$ cat src/cc3p_pkg.sv
`timescale 1ns / 1ps
// ----------------------------------------------------------------------------
// cc3p_pkg
// Types and widths shared by the circumcenter pipeline.
// ----------------------------------------------------------------------------
package cc3p_pkg;

    localparam int COORD_W = 16;
    localparam int DIFF_W  = COORD_W + 2;         // 2*(b-a)
    localparam int SQ_W    = 2 * COORD_W;
    localparam int KC_W    = SQ_W + 2;            // sum of squares minus base
    localparam int DET_W   = 2 * DIFF_W + 1;
    localparam int NUM_W   = KC_W + DIFF_W + 1;
    localparam int THR_W   = 35;
    localparam int OUT_W   = 32;
    localparam int QB      = OUT_W + 1;           // quotient bits resolved by cells
    localparam int EXT_W   = NUM_W + QB;
    localparam int FRONT_STAGES = 5;              // input register plus four compute stages
    localparam int LATENCY = FRONT_STAGES + QB + 1;
    localparam logic [THR_W-1:0] THR_RESET = THR_W'(1);

    typedef struct packed {
        logic signed [COORD_W-1:0] ax;
        logic signed [COORD_W-1:0] ay;
        logic signed [COORD_W-1:0] bx;
        logic signed [COORD_W-1:0] by_coord;
        logic signed [COORD_W-1:0] px;
        logic signed [COORD_W-1:0] py;
    } in_item_t;

    typedef struct packed {
        logic                    found;
        logic signed [OUT_W-1:0] center_x;
        logic signed [OUT_W-1:0] center_y;
        logic                    clipped;
    } out_item_t;

    typedef struct packed {
        logic             valid;
        logic             found;
        logic             neg_x;
        logic             neg_y;
        logic             ovf_x;
        logic             ovf_y;
        logic [DET_W-1:0] dmag;
        logic [NUM_W-1:0] rem_x;
        logic [NUM_W-1:0] rem_y;
        logic [QB-1:0]    q_x;
        logic [QB-1:0]    q_y;
    } div_item_t;

endpackage

$ cat src/cc3p_div_cell.sv
`timescale 1ns / 1ps
// ----------------------------------------------------------------------------
// cc3p_div_cell
// One restoring-division cell: resolves quotient bit BIT of both lanes.
// ----------------------------------------------------------------------------
module cc3p_div_cell
    import cc3p_pkg::*;
#(
    parameter int BIT = 0
)
(
    input  logic      clk,
    input  logic      rst_n,
    input  div_item_t prev,
    output div_item_t next
);

    logic [EXT_W-1:0] dsh;
    logic             gex, gey;

    always_comb
    begin
        dsh = EXT_W'(prev.dmag) << BIT;
        gex = EXT_W'(prev.rem_x) >= dsh;
        gey = EXT_W'(prev.rem_y) >= dsh;
    end

    always_ff @(posedge clk or negedge rst_n)
    begin
        if (!rst_n)
            next <= '0;
        else
        begin
            next.valid <= prev.valid;
            next.found <= prev.found;
            next.neg_x <= prev.neg_x;
            next.neg_y <= prev.neg_y;
            next.ovf_x <= prev.ovf_x;
            next.ovf_y <= prev.ovf_y;
            next.dmag  <= prev.dmag;
            next.rem_x <= gex ? NUM_W'(EXT_W'(prev.rem_x) - dsh) : prev.rem_x;
            next.rem_y <= gey ? NUM_W'(EXT_W'(prev.rem_y) - dsh) : prev.rem_y;
            next.q_x   <= prev.q_x | (QB'(gex) << BIT);
            next.q_y   <= prev.q_y | (QB'(gey) << BIT);
        end
    end

endmodule

$ cat config.mk
export PLATFORM = sky130hd
export DESIGN_NAME = cc3p_div_cell
export DESIGN_NICKNAME = d
export VERILOG_FILES = /design/src/cc3p_pkg.sv /design/src/cc3p_div_cell.sv
export SDC_FILE = /design/constraint.sdc
export NUM_CORES = 1
export LEC_CHECK = 0
export BUFFER_PORTS_ARGS = -buffer_cell sky130_fd_sc_hd__buf_4
export CORE_AREA = 2 2 167 169
export CTS_CLUSTER_DIAMETER = 200
export DETAILED_ROUTE_END_ITERATION = 8
export DIE_AREA = 0 0 169 171
export PLACE_DENSITY = 0.66
export RECOVER_POWER = 25
export SKIP_LAST_GASP = 1
export SYNTH_ARGS = -nofsm -noshare
export SYNTH_HDL_FRONTEND = slang
export SYNTH_SLANG_ARGS = --single-unit
export TNS_END_PERCENT = 1
$ cat constraint.sdc
create_clock -name clk -period 1 [get_ports clk]
set_input_delay 0.3 -clock clk [delete_from_list [all_inputs] [get_ports clk]]
set_output_delay 0.3 -clock clk [all_outputs]
set_load 0.01 [all_outputs]
==> run metrics <==
Hold Path Origin=prev[85]; CP peak stage delay=330 ps; minimum clock period=2640 ps; syn_nets=1433; Synth Flop Type=dfrtp_1; max FFs per register=215; vias in the first global route=13411; Vias=12918; Yosys warning count=0; Hold Fails Final Rpt=0; post-synth top area cell=dfrtp_1; DR WL/cell=20.4 um; first-pass GRT wire length=73700 um; Root Driver=clkbuf_16; biggest regs=next: 215 flops; CTS H-tree lvls=1; die width=169 um; Crit Path Max Fanout=4; Pre-antenna DRT Iters=7; Crit path required time=1410 ps; Max Slew Vio Count=0; Top reg by flops=next; unrepaired setup endpoints after global routing=yes; Post-synth EDFFs=0; Hold Path Depth=3; GPL Wtd Cong=0.964; IO buf count=431; status=finished, violations left; drt via density=5.26; GRT Resource Usage Total=0.328; largest cells by area after synthesis=dfrtp_1, ha_1, a21oi_1, xnor2_1, xor2_1; crit-path cells=buf_8 -> inv_4 -> buf_6 -> ha_1 -> nor2b_2 -> o31ai_4 -> a311o_1 -> buf_4 -> and2_1 -> o211ai_1 -> and3_1 -> a21oi_1 -> xnor2_1 -> mux2_2; Syn Inst Count=1140; final WL=50100 um; Worst slew margin=0.614; largest net degree at the start of global routing=54; Syn Area/Cell=9.94 um^2; antenna viol nets, final=0; Worst Setup End Kind=flop; clk buf depth=3; f_max=0.379 GHz; clk slew on worst S/H paths=60 ps; First DRT Iteration DRCs=873; initial antenna violation count=3; Placed Cells incl. Taps=2264; final worst setup slack=-1640 ps; FP Rows=61; Clock Sinks=215; Die Height=171 um; CP startpoint kind=input pin; CP Class=input pin to flop; Crit-path slowest cell=a311o_1; violated checks=negative setup slack; sequential area share after synthesis=0.475; grt met1 use=0.387; GRT busiest layer=met2; synth unique cells=67; Die Area=28900 um^2; Peak supply drop=1.43 mV; Async S/R FF share, synth=1.00; total of max-cap violations=0; GRT overflow=0; final period utilization=2.64; layout cell share with drive strength beyond 1=0.477; total power draw=29500 uW; PD cells=1420 nW/um^2; HPWL Detailed=36000 um; I/O pins=432; # DRC=0; Mapped Area=11300 um^2; Final setup viols=328; CTS buffer count=25; Syn-to-layout area delta=83.6%; Hold Crit Class=input pin to flop; sink of the worst hold path=next[85]$_DFF_PN0_; met3 usage=0.0518; Starting Density=0.415; Seq cells post-synth=215; worst slew pin tran=574 ps; fin cells=2458; Leakage=0.0101 uW; routing usage on met2=0.604; CTS tree=yes; Synth top area share=0.475; core box area=27300 um^2; Nets=2384; arrival time at the worst endpoint=3050 ps
==> power by group <==
part           internal [uW]  switching (uW)  total, uW
Clock                   5750            3930       9680
Sequential              9660             428      10100
Combinational           5180            4580       9760
Total                  20600            8940      29500
==> kinds of logic (layout without fill, tap and decap cells) <==
family / Yosys count / in the layout / synth area share
compound gates: 311 / 311 / 0.169
xor+xnor: 100 / 100 / 0.0773
fa+ha+maj: 76 / 76 / 0.0852
buf+inv: 100 / 1069 / 0.0341
flops: 215 / 215 / 0.475
mux: 15 / 15 / 0.0148
other cells: 0 / 3 / 0
simple gates: 323 / 323 / 0.145
==> synth_stat cells, drive strengths merged, types with 3 or more instances <==
cell type,count
buf,7
a21boi,3
nor2,73
and4,4
nand3,16
nor4,14
dfrtp,215
nand3b,3
nand4,24
a31oi,14
or4,10
a211oi,10
o41ai,3
and3,8
a22o,3
o21ai,70
nor3,29
xnor2,51
o21a,11
o211ai,6
ha,74
nand2,91
or3,10
a21oi,117
nor4b,4
nor2b,11
mux2,14
or2,7
a21o,25
a221oi,3
and2,6
o31ai,7
inv,61
clkbuf,32
xor2,49
o21bai,15
nand2b,6
==> per-stage QoR <==
step / util / setup slack, ps / cell area, um^2 / hold WS (ps) / setup TNS, ps
detailed placement: 0.658 / -2290 / 18000 / 141 / -228140
global route: 0.761 / -1690 / 20800 / 11.7 / -255150
floorplan: - / -1830 / 11500 / 4.41 / -181980
finish: 0.761 / -1640 / 20800 / 18.2 / -231260
global placement: 0.658 / -2250 / 18000 / 140 / -222260
CTS: 0.749 / -1550 / 20500 / 1.86 / -230210
==> worst max-delay path by stage <==
stage | cells after the start | startpoint | end
final | 14 | prev[173] | next[154]$_DFF_PN0_
after global routing | 14 | prev[173] | next[154]$_DFF_PN0_
after CTS | 14 | prev[173] | next[167]$_DFF_PN0_
after detailed placement | 12 | prev[173] | next[111]$_DFF_PN0_
after global placement | 12 | prev[173] | next[111]$_DFF_PN0_
after floorplan | 12 | prev[194] | next[111]$_DFF_PN0_
==> worst max-delay path, delay by kind of cell <==
| kind | cells | cell delay (ps) |
|---|---|---|
| compound gates | 4 | 860 |
| fa+ha+maj | 1 | 310 |
| xor+xnor | 1 | 180 |
| mux | 1 | 280 |
| simple gates | 3 | 740 |
| buf+inv | 4 | 390 |
==> layout make-up <==
type,instances,area [um^2]
multi-input combinational,825,6180
fill,1878,6520
clock inverter,16,208
antenna,3,7.51
clock buffer,29,651
tap,346,433
inverter,61,253
sequential,215,5380
timing repair buffer,963,7680
==> routing by layer <==
| metal | wire, um | up-vias | share of wire |
|---|---|---|---|
| li1 | - | 5964 | - |
| met1 | 19200 | 6268 | 0.38 |
| met2 | 25900 | 560 | 0.52 |
| met3 | 3180 | 126 | 0.063 |
| met4 | 1890 | 0 | 0.038 |
| met5 | 0 | - | 0 |
==> layout by cell type (no fill, tap or decap), drive strengths merged, types with 7 or more instances in the layout <==
cell type	Yosys	final
a211oi	10	10
a21o	25	25
a21oi	117	117
a31oi	14	14
and3	8	8
buf	7	783
clkbuf	32	87
clkinv	0	7
dfrtp	215	215
dlygate4sd3	0	121
ha	74	74
inv	61	63
mux2	14	14
nand2	91	91
nand3	16	16
nand4	24	24
nor2	73	73
nor2b	11	11
nor3	29	29
nor4	14	14
o21a	11	11
o21ai	70	70
o21bai	15	15
o31ai	7	7
or2	7	7
or3	10	10
or4	10	10
xnor2	51	51
xor2	49	49
==> what timing repair did <==
action | CTS | global route
setup endpoints to repair | 323 | 323
hold buffers | 121 | 0
pin swaps | 23 | 22
gates resized for setup | 59 | 48
cloned | 1 | 0
endpoints found under the hold margin | 335 | 0
setup buffers | 16 | 8
Power figures use the tool's default switching activity.
